$ cat src/rtl/ppc_pkg.sv
// Shared constants and types for the polygon point containment block.
package ppc_pkg;

   localparam int PT_BITS   = 16;
   localparam int AREA_BITS = 44;
   localparam int STAT_BITS = 2;

   localparam logic [AREA_BITS-1:0] AREA_MAX = '1;

   localparam logic MODE_ADD   = 1'b0;
   localparam logic MODE_QUERY = 1'b1;

   typedef logic [STAT_BITS-1:0] status_type;

   localparam status_type STAT_ADDED   = 2'd0;
   localparam status_type STAT_FULL    = 2'd1;
   localparam status_type STAT_ANSWER  = 2'd2;

   typedef logic signed [PT_BITS-1:0] point_type;
   typedef logic [AREA_BITS-1:0]      area_type;

endpackage

$ cat src/rtl/ppc_if.sv
// Request and response channel interfaces for the polygon point containment block.
interface ppc_req_if import ppc_pkg::*; ();
   logic      valid;
   logic      ready;
   logic      mode;
   point_type point_x;
   point_type point_y;

   modport source (output valid, output mode, output point_x, output point_y, input ready);
   modport sink   (input valid, input mode, input point_x, input point_y, output ready);
endinterface

interface ppc_rsp_if import ppc_pkg::*; ();
   logic       valid;
   logic       ready;
   status_type status;
   logic       inside_res;
   area_type   polygon_area_x2;

   modport source (output valid, output status, output inside_res, output polygon_area_x2,
                   input ready);
   modport sink   (input valid, input status, input inside_res, input polygon_area_x2,
                   output ready);
endinterface

$ cat src/rtl/polygon_point_containment.sv
// Polygon point containment: vertex store and point-in-polygon area test.
// An append beat (mode 0) stores a vertex, or reports the store full.
// A query beat (mode 1) walks the stored polygon once with a single shared
// multiplier, two products per vertex (trapezoid term of the edge and of the query
// point), and compares the summed triangle areas with the polygon area, all as exact
// doubled integers. A query over stored vertices holds the request side until its
// answer is loaded; an empty store answers at once. The request side
// also waits while a result sits unclaimed in the output register.
module polygon_point_containment import ppc_pkg::*; #(
   parameter int MAX_VERTICES = 64,
   parameter int COORD_BITS   = 16
) (
   input  logic     clock,
   input  logic     reset,
   ppc_req_if.sink   req_ch,
   ppc_rsp_if.source rsp_ch
);

   localparam int CW = COORD_BITS;
   localparam int RW = (CW > PT_BITS) ? CW : PT_BITS;
   localparam int OW = CW + 1;
   localparam int PW = 2 * OW;
   localparam int SW = PW + 2;
   localparam int IW = $clog2(MAX_VERTICES + 1);
   localparam int AD = $clog2(MAX_VERTICES);
   localparam int AW = SW + IW;
   localparam int EW = (AW > AREA_BITS) ? AW : AREA_BITS;

   localparam logic [2:0] ST_IDLE = 3'd0;
   localparam logic [2:0] ST_U    = 3'd1;
   localparam logic [2:0] ST_T    = 3'd2;
   localparam logic [2:0] ST_FIN1 = 3'd3;
   localparam logic [2:0] ST_FIN2 = 3'd4;
   localparam logic [2:0] ST_CMP  = 3'd5;

   // vertex store, {y, x}
   logic [2*CW-1:0] vertex_mem_ff [MAX_VERTICES];
   logic [2*CW-1:0] rd_data_ff;
   logic [AD-1:0]   rd_addr;
   logic            wr_en;

   logic [2:0]      state_ff, state_in;
   logic [IW-1:0]   count_ff, count_in;
   logic [IW-1:0]   idx_ff, idx_in;
   logic [IW-1:0]   idx_nxt;

   logic signed [CW-1:0] qx_ff, qy_ff, in_x, in_y;
   logic signed [CW-1:0] cur_x_ff, cur_y_ff, prev_x_ff, prev_y_ff;
   logic signed [CW-1:0] rd_x, rd_y;
   logic [RW-1:0]        raw_x, raw_y;

   logic signed [OW-1:0] op_a, op_b;
   logic signed [PW-1:0] prod_ff, prod_in;
   logic signed [PW-1:0] u_new_ff, u_old_ff;
   logic                 edge_ff, edge_in;
   logic                 s_vld_ff;
   logic signed [SW-1:0] s_ff;
   logic [SW-1:0]        s_abs;
   logic signed [AW-1:0] poly_ff;
   logic [AW-1:0]        tri_ff;
   logic [AW-1:0]        poly_abs;
   logic [EW-1:0]        poly_ext;

   logic                 acc_clr;
   logic                 out_free, out_load;
   status_type           status_ff, status_in;
   logic                 inside_ff, inside_in;
   area_type             area_ff, area_in;
   logic                 rsp_vld_ff;
   logic                 accept;

   assign raw_x = RW'($unsigned(req_ch.point_x));
   assign raw_y = RW'($unsigned(req_ch.point_y));
   assign in_x  = signed'(raw_x[CW-1:0]);
   assign in_y  = signed'(raw_y[CW-1:0]);

   assign rd_x = signed'(rd_data_ff[CW-1:0]);
   assign rd_y = signed'(rd_data_ff[2*CW-1:CW]);

   assign out_free      = !rsp_vld_ff || rsp_ch.ready;
   assign req_ch.ready  = (state_ff == ST_IDLE) && out_free;
   assign accept        = req_ch.valid && req_ch.ready;
   assign wr_en         = accept && (req_ch.mode == MODE_ADD) &&
                          (count_ff < IW'(MAX_VERTICES));

   assign idx_nxt = idx_ff + IW'(1);

   // read address: vertex 0 at query start, then next vertex around the ring
   always_comb begin
      rd_addr = '0;
      if (state_ff == ST_T && idx_nxt != count_ff) begin
         rd_addr = idx_nxt[AD-1:0];
      end
   end

   always_ff @(posedge clock) begin
      if (wr_en) begin
         vertex_mem_ff[count_ff[AD-1:0]] <= {in_y, in_x};
      end
      rd_data_ff <= vertex_mem_ff[rd_addr];
   end

   // shared multiplier operand select
   always_comb begin
      if (state_ff == ST_U) begin
         op_a = OW'(rd_y) + OW'(qy_ff);
         op_b = OW'(rd_x) - OW'(qx_ff);
      end else begin
         op_a = OW'(cur_y_ff) + OW'(prev_y_ff);
         op_b = OW'(cur_x_ff) - OW'(prev_x_ff);
      end
      prod_in = PW'(op_a) * PW'(op_b);
   end

   assign s_abs    = s_ff[SW-1] ? SW'(-s_ff) : SW'(s_ff);
   assign poly_abs = poly_ff[AW-1] ? AW'(-poly_ff) : AW'(poly_ff);
   assign poly_ext = EW'(poly_abs);

   always_comb begin
      state_in  = state_ff;
      count_in  = count_ff;
      idx_in    = idx_ff;
      edge_in   = 1'b0;
      acc_clr   = 1'b0;
      out_load  = 1'b0;
      status_in = status_ff;
      inside_in = inside_ff;
      area_in   = area_ff;
      case (state_ff)
         ST_IDLE: begin
            if (accept) begin
               if (req_ch.mode == MODE_ADD) begin
                  out_load  = 1'b1;
                  inside_in = 1'b0;
                  area_in   = '0;
                  if (wr_en) begin
                     count_in  = count_ff + IW'(1);
                     status_in = STAT_ADDED;
                  end else begin
                     status_in = STAT_FULL;
                  end
               end else if (count_ff == '0) begin
                  out_load  = 1'b1;
                  status_in = STAT_ANSWER;
                  inside_in = 1'b1;
                  area_in   = '0;
               end else begin
                  acc_clr  = 1'b1;
                  idx_in   = '0;
                  state_in = ST_U;
               end
            end
         end
         ST_U: begin
            state_in = ST_T;
         end
         ST_T: begin
            edge_in = (idx_ff != '0);
            idx_in  = idx_nxt;
            state_in = (idx_ff == count_ff) ? ST_FIN1 : ST_U;
         end
         ST_FIN1: begin
            state_in = ST_FIN2;
         end
         ST_FIN2: begin
            state_in = ST_CMP;
         end
         ST_CMP: begin
            if (out_free) begin
               out_load  = 1'b1;
               status_in = STAT_ANSWER;
               inside_in = (tri_ff == poly_abs);
               area_in   = (poly_ext > EW'(AREA_MAX)) ? AREA_MAX : poly_ext[AREA_BITS-1:0];
               state_in  = ST_IDLE;
            end
         end
         default: begin
            state_in = ST_IDLE;
         end
      endcase
   end

   always_ff @(posedge clock) begin
      if (reset) begin
         state_ff   <= ST_IDLE;
         count_ff   <= '0;
         idx_ff     <= '0;
         edge_ff    <= 1'b0;
         s_vld_ff   <= 1'b0;
         rsp_vld_ff <= 1'b0;
      end else begin
         state_ff <= state_in;
         count_ff <= count_in;
         idx_ff   <= idx_in;
         edge_ff  <= edge_in;
         s_vld_ff <= edge_ff;
         if (out_load) begin
            rsp_vld_ff <= 1'b1;
         end else if (rsp_ch.ready) begin
            rsp_vld_ff <= 1'b0;
         end
      end
   end

   // datapath: operands, products, two-stage accumulation
   always_ff @(posedge clock) begin
      status_ff <= status_in;
      inside_ff <= inside_in;
      area_ff   <= area_in;
      if (accept) begin
         qx_ff <= in_x;
         qy_ff <= in_y;
      end
      if (state_ff == ST_U) begin
         cur_x_ff  <= rd_x;
         cur_y_ff  <= rd_y;
         prev_x_ff <= cur_x_ff;
         prev_y_ff <= cur_y_ff;
      end
      if (state_ff == ST_T) begin
         u_new_ff <= prod_ff;
         u_old_ff <= u_new_ff;
      end
      prod_ff <= prod_in;
      if (edge_ff) begin
         s_ff <= SW'(prod_ff) + SW'(u_old_ff) - SW'(u_new_ff);
      end
      if (acc_clr) begin
         poly_ff <= '0;
         tri_ff  <= '0;
      end else begin
         if (edge_ff) begin
            poly_ff <= poly_ff + AW'(prod_ff);
         end
         if (s_vld_ff) begin
            tri_ff <= tri_ff + AW'(s_abs);
         end
      end
   end

   assign rsp_ch.valid           = rsp_vld_ff;
   assign rsp_ch.status          = status_ff;
   assign rsp_ch.inside_res      = inside_ff;
   assign rsp_ch.polygon_area_x2 = area_ff;

   a_count_bound: assert property (@(posedge clock) disable iff (reset)
      count_ff <= IW'(MAX_VERTICES))
      else $error("vertex count above store depth");

   a_busy_not_ready: assert property (@(posedge clock) disable iff (reset)
      (state_ff != ST_IDLE) |-> !req_ch.ready)
      else $error("request ready during query walk");

   a_edge_state: assert property (@(posedge clock) disable iff (reset)
      edge_ff |-> (state_ff == ST_U || state_ff == ST_FIN1))
      else $error("edge term outside accumulate slot");

   a_add_answers: assert property (@(posedge clock) disable iff (reset)
      (accept && req_ch.mode == MODE_ADD) |=> (rsp_vld_ff && status_ff != STAT_ANSWER))
      else $error("append beat without append response");

endmodule

$ cat src/flat_wrapper.sv
// flat-port wrapper written by rule: the top's interface ports become plain ports
module polygon_point_containment_flat import ppc_pkg::*;
#(
   parameter int MAX_VERTICES = 64,
   parameter int COORD_BITS   = 16
)
  (clock, reset, req_ch_valid, req_ch_mode, req_ch_point_x, req_ch_point_y, req_ch_ready, rsp_ch_valid, rsp_ch_status, rsp_ch_inside_res, rsp_ch_polygon_area_x2, rsp_ch_ready);
  ppc_req_if req_ch_i ();
  ppc_rsp_if rsp_ch_i ();
  input  logic clock;
  input  logic reset;
  input wire logic [$bits(req_ch_i.valid)-1:0] req_ch_valid;
  input wire logic [$bits(req_ch_i.mode)-1:0] req_ch_mode;
  input wire logic [$bits(req_ch_i.point_x)-1:0] req_ch_point_x;
  input wire logic [$bits(req_ch_i.point_y)-1:0] req_ch_point_y;
  output wire logic [$bits(req_ch_i.ready)-1:0] req_ch_ready;
  output wire logic [$bits(rsp_ch_i.valid)-1:0] rsp_ch_valid;
  output wire logic [$bits(rsp_ch_i.status)-1:0] rsp_ch_status;
  output wire logic [$bits(rsp_ch_i.inside_res)-1:0] rsp_ch_inside_res;
  output wire logic [$bits(rsp_ch_i.polygon_area_x2)-1:0] rsp_ch_polygon_area_x2;
  input wire logic [$bits(rsp_ch_i.ready)-1:0] rsp_ch_ready;
  assign req_ch_i.valid = req_ch_valid;
  assign req_ch_i.mode = req_ch_mode;
  assign req_ch_i.point_x = req_ch_point_x;
  assign req_ch_i.point_y = req_ch_point_y;
  assign req_ch_ready = req_ch_i.ready;
  assign rsp_ch_valid = rsp_ch_i.valid;
  assign rsp_ch_status = rsp_ch_i.status;
  assign rsp_ch_inside_res = rsp_ch_i.inside_res;
  assign rsp_ch_polygon_area_x2 = rsp_ch_i.polygon_area_x2;
  assign rsp_ch_i.ready = rsp_ch_ready;
  polygon_point_containment #(.MAX_VERTICES(MAX_VERTICES), .COORD_BITS(COORD_BITS)) u_core (.clock(clock), .reset(reset), .req_ch(req_ch_i), .rsp_ch(rsp_ch_i));
endmodule
$ cat config.mk
export PLATFORM = sky130hd
export DESIGN_NAME = polygon_point_containment_flat
export DESIGN_NICKNAME = d
export VERILOG_FILES = /design/src/rtl/ppc_pkg.sv /design/src/rtl/ppc_if.sv /design/src/rtl/polygon_point_containment.sv /design/src/flat_wrapper.sv
export SDC_FILE = /design/constraint.sdc
export NUM_CORES = 2
export LEC_CHECK = 0
export ABC_CLOCK_PERIOD_IN_PS = 18080
export BUFFER_PORTS_ARGS = -buffer_cell sky130_fd_sc_hd__buf_4
export CAP_MARGIN = 20
export CORE_MARGIN = 2
export CORE_UTILIZATION = 60
export CTS_CLUSTER_SIZE = 28
export DETAILED_ROUTE_END_ITERATION = 10
export HOLD_SLACK_MARGIN = 0.1
export PLACE_DENSITY = 0.81
export SETUP_SLACK_MARGIN = 0.15
export SLEW_MARGIN = 40
export SYNTH_ARGS = -nofsm -noshare
export SYNTH_HDL_FRONTEND = slang
export SYNTH_SLANG_ARGS = --single-unit
$ cat constraint.sdc
create_clock -name clock -period 18.08 [get_ports clock]
set_input_delay 1.808 -clock clock [delete_from_list [all_inputs] [get_ports clock]]
set_output_delay 1.808 -clock clock [all_outputs]
set_load 0.01 [all_outputs]
==> metrics.md <==
| Metric | Value |
|---|---|
| Met2 GRT Util | a little over half |
| Syn Inst Count | 9181 |
| Clock root cell | clkbuf_16 |
| Maximum number of pins on one net before global-route repair | roughly 170 |
| Net count reported at finish | slightly below 10000 |
| Detailed Route Iter0 Violations | 12072 |
| M1 GR Usage | between 40% and 50% |
| GRT Resource Usage Total | 33.2% |
| Worst Hold Launch | u_core.u_new_ff[5]$_DFFE_PP_ |
| TritonCTS Sinks | approximately 2500 |
| Number of placed I/O pins | 86 |
| Area growth from synthesis to layout | 10.4% |
| Floorplan die area | 0.196 sq mm |
| Synth cell types | between 100 and 150 |
| Maximum count of clock buffers along a single path | 3 |
| Sequential fraction of design power | approximately 28% |
| Wire length of the first global-routing pass | 487 mm |
| Largest stage delay on the critical path | 0.62 ns |
| Sw frac | 39.9% |
| Peak clock frequency supported by timing | 107 MHz |
| Final HPWL DP | 203 mm |
| Antenna violations before repair | 26 |
| Result of the run | completed |
| Count of nets left with antenna violations after detail routing | 0 |
| Most common library cell in the layout ignoring fill and taps | edfxtp_1 |
| Required arrival time at the worst endpoint | ~19 ns |
| Number of endpoints failing setup at the final stage | 0 |
| Power per standard cell area | 193 mW/mm^2 |
| Type of the setup path with the least slack | reg -> reg |
| Number of DRC violations after detailed routing | 0 |
| Final Skew | about 0.13 ns |
| R2R setup slack | 8.73 ns |
| Area taken by flip-flops and latches | around 0.072 sq mm |
| Headroom to the max-slew limit | 30.5% |
| Vias in the first global route | between 70000 and 80000 |
| Dominant synthesized flop cell | edfxtp_1 |
| Post-CTS setup buffer count | 0 |
| Starting utilization of the core area | about three fifths |
| Total via count in the routed design | 79077 |
| Final max-slew violation count | 0 |
| Instance area at placement | 0.119 sq mm |
| Placeable core area | 0.191 sq mm |
| Internal portion of total power | 14.7 mW |
| Hold Path Sink | u_core.u_old_ff[5]$_DFFE_PP_ |
| Std-Cell Rows | 160 |
| Hold depth | 0 |
| Final cycle utilization of the critical path | 51.7% |
| Total wire length | 331 mm |
| Most Used Layer, Global Route | met2 |
| Input/output buffers | 84 |
| Die H | 442 microns |
| Die Span X | 442 microns |
| Clk Latency, worst-skew pair | between 0.9 and 1 ns |
| End of the worst register-to-register path | u_core.prod_ff[33]$_DFF_P_ |
| Total of fill cells in the finished design | about 13000 |
| Startpoint types | flop |
| Clock buffers created by TritonCTS | 230 |
| GR Util met3 | approximately 7.5% |
| Measured slew at the worst slew-check pin | roughly 1.0 ns |
| Area leader, netlist | edfxtp_1 |
| Startpoint of the lowest-slack register-to-register path | u_core.qy_ff[0]$_DFFE_PP_ |
| Number of cells upsized or downsized after cts | 0 |
| Leak Pwr | approximately 46 nW |
| GPL Wtd Cong | a little over 0.9 |
| Clock Power Share | about a fifth |
| Arrival @ worst endpoint | between 10 and 15 ns |
| Syn Nets | about 10000 |
| Final hold violation count | 0 |
| Total net switching power | 9.78 mW |
| Avg Inst Size Synth | 12.6 sq um |
| Crit end category | flop |
| Number of levels the H-tree was split into | 4 |
| Clock tree from TritonCTS | built |
| Classification of the worst-slack hold path | reg -> reg |
| Max-cap violation count | 0 |
| Total iterations of the first detailed-routing run | 9 |
| Number of flip-flops and latches in the synthesized netlist | roughly 2500 |
| Minimum clock period after layout | ~9.4 ns |
| Cell area after technology mapping | around 0.12 sq mm |
| Most frequent cells in the layout | edfxtp_1 (2294), nand2_1 (1564), inv_1 (571) |
| Final sum of negative setup slack | 0 ns |
| Clock transition time at the flip-flop clock pins of the worst setup and hold paths | 0.06 ns |
| YS warnings | 0 |
| Seq/Total Area, Yosys | 62.8% |
| Final hold slack | ~0.42 ns |
| Peak supply drop | a little under 900 uV |
| Per-cell via count in the routed design | ~6.6 |
| Depth of the worst register-to-register path | 35 |
| Area of the multi-input gates | between 0.03 and 0.04 sq mm |
| Share of Yosys cell area claimed by the top area cell type | approximately three fifths |
| RSZ-0062 raised after global routing | false |
| Hold Buf Count CTS | 0 |
| Routed wire length per instance | approximately 28 microns |
| Congestion Overflow GR | 0 |
| Fin area | 0.127 sq mm |
| Worst-path fanout max | 17 |
| Synth top area cells | edfxtp_1 (60%), fa_1 (5.8%), nand2_1 (5.1%) |
| Fraction of final layout cells sized beyond drive strength 1 | under 10% |
| Slowest CP cell | a21o_1 |
| Cell with the most instances on the worst path | fa_1 |
| Combinational share of power | a little over half |
| Async set-reset flop share out of synthesis | 0% |
| Post-synth EDFFs | around 2300 |
metrics by stage:
step | cells | utilization (%) | power, mW | setup WS (ns)
3_3_place_gp | 11483 | 62.5 | 19.3 | 8.80
3_5_place_dp | 11492 | 62.7 | 19.7 | 8.70
6_report | 11935 | 66.7 | 24.5 | 8.73
4_1_cts | 11924 | 66.6 | 24.5 | 8.58
5_1_grt | 11933 | 66.7 | 26.2 | 7.99
2_1_floorplan | 9181 | - | 16.5 | 8.09
cells by family (layout without fill, tap and decap cells):
group / Yosys count / in the layout / synth area share [%]
simple gates: 3062 / 3062 / 11.8
other cells: 1 / 7 / 0.00325
buf+inv: 1034 / 1271 / 3.60
flops: 2466 / 2466 / 62.8
xor+xnor: 306 / 306 / 2.34
compound gates: 1480 / 1480 / 8.69
fa+ha+maj: 605 / 605 / 8.76
mux: 227 / 227 / 2.07
worst max-delay path by stage:
stage	start	to	slack, ns	cells after the start
6_report	u_core.qy_ff[0]$_DFFE_PP_	u_core.prod_ff[33]$_DFF_P_	8.73	35
5_1_grt	u_core.cur_y_ff[0]$_DFFE_PP_	u_core.prod_ff[33]$_DFF_P_	7.99	35
4_1_cts	u_core.state_ff[0]$_SDFFE_PP0P_	u_core.prod_ff[33]$_DFF_P_	8.58	28
3_3_place_gp	u_core.cur_y_ff[0]$_DFFE_PP_	u_core.prod_ff[33]$_DFF_P_	8.80	35
2_1_floorplan	req_ch_mode	u_core.rsp_ch.inside_res$_DFFE_PP_	8.09	3
3_5_place_dp	u_core.state_ff[0]$_SDFFE_PP0P_	u_core.prod_ff[33]$_DFF_P_	8.70	28
sequential cells by signal, indices dropped and copies added (netlist names), 2 cells and up:
signal	flops
u_core.cur_y_ff	16
u_core.prev_x_ff	16
u_core.u_old_ff	34
u_core.qy_ff	16
u_core.rsp_ch.status	2
u_core.rd_data_ff	32
u_core.cur_x_ff	16
u_core.vertex_mem_ff	2048
u_core.count_ff	7
u_core.u_new_ff	34
u_core.prod_ff	34
u_core.s_ff	36
u_core.qx_ff	16
u_core.tri_ff	43
u_core.state_ff	3
u_core.rsp_ch.polygon_area_x2	43
u_core.idx_ff	7
u_core.prev_y_ff	16
u_core.poly_ff	43
metal layers:
metal	vias to the layer above	wire (microns)	share of wire, %
met5	-	168	0.051
met4	24	22400	6.8
met3	1060	41100	12
met2	5969	153000	46
met1	38488	114000	35
li1	33536	-	-
cell usage after synthesis (166+ instances only):
library cell and instances:
ha_1 269, fa_1 336, dfxtp_1 172, nand3_1 557, a31oi_1 225, nor2_1 423, o22ai_1 166, nand2_1 1569
xnor2_1 191, a21oi_1 232, mux2i_1 205, edfxtp_1 2294, clkbuf_1 233, o21ai_0 220, inv_1 573
layout make-up:
type / instances / share of cell area [%]
Inverter: 574 / 1.70
Clock buffer: 290 / 4.75
Multi-Input combinational cell: 5681 / 31.2
Tap cell: 2511 / 2.47
Clock inverter: 142 / 1.22
Antenna cell: 6 / 0.0118
Timing Repair Buffer: 265 / 1.77
Sequential cell: 2466 / 56.9
worst max-delay path, delay by kind of cell, from the launching register on:
kind                     cells  cell delay [ns]
buffers and inverters        6             0.30
XOR/XNOR                     2             0.32
flip-flops                   1             0.34
adder cells (fa/ha/maj)      9             3.86
AND/OR/NAND/NOR              3             0.51
AO/OA/AOI/OAI               15             3.96
power groups by stage:
stage / clock network [mW] / logic [mW] / registers (mW)
after detailed placement: 0 / 12.7 / 7.04
after global routing: 5.08 / 14.2 / 6.93
after global placement: 0 / 12.3 / 7.03
after CTS: 4.87 / 12.7 / 6.92
after floorplan: 0 / 9.59 / 6.90
final: 4.86 / 12.8 / 6.92
No activity file was read; power rests on OpenSTA's default activity.
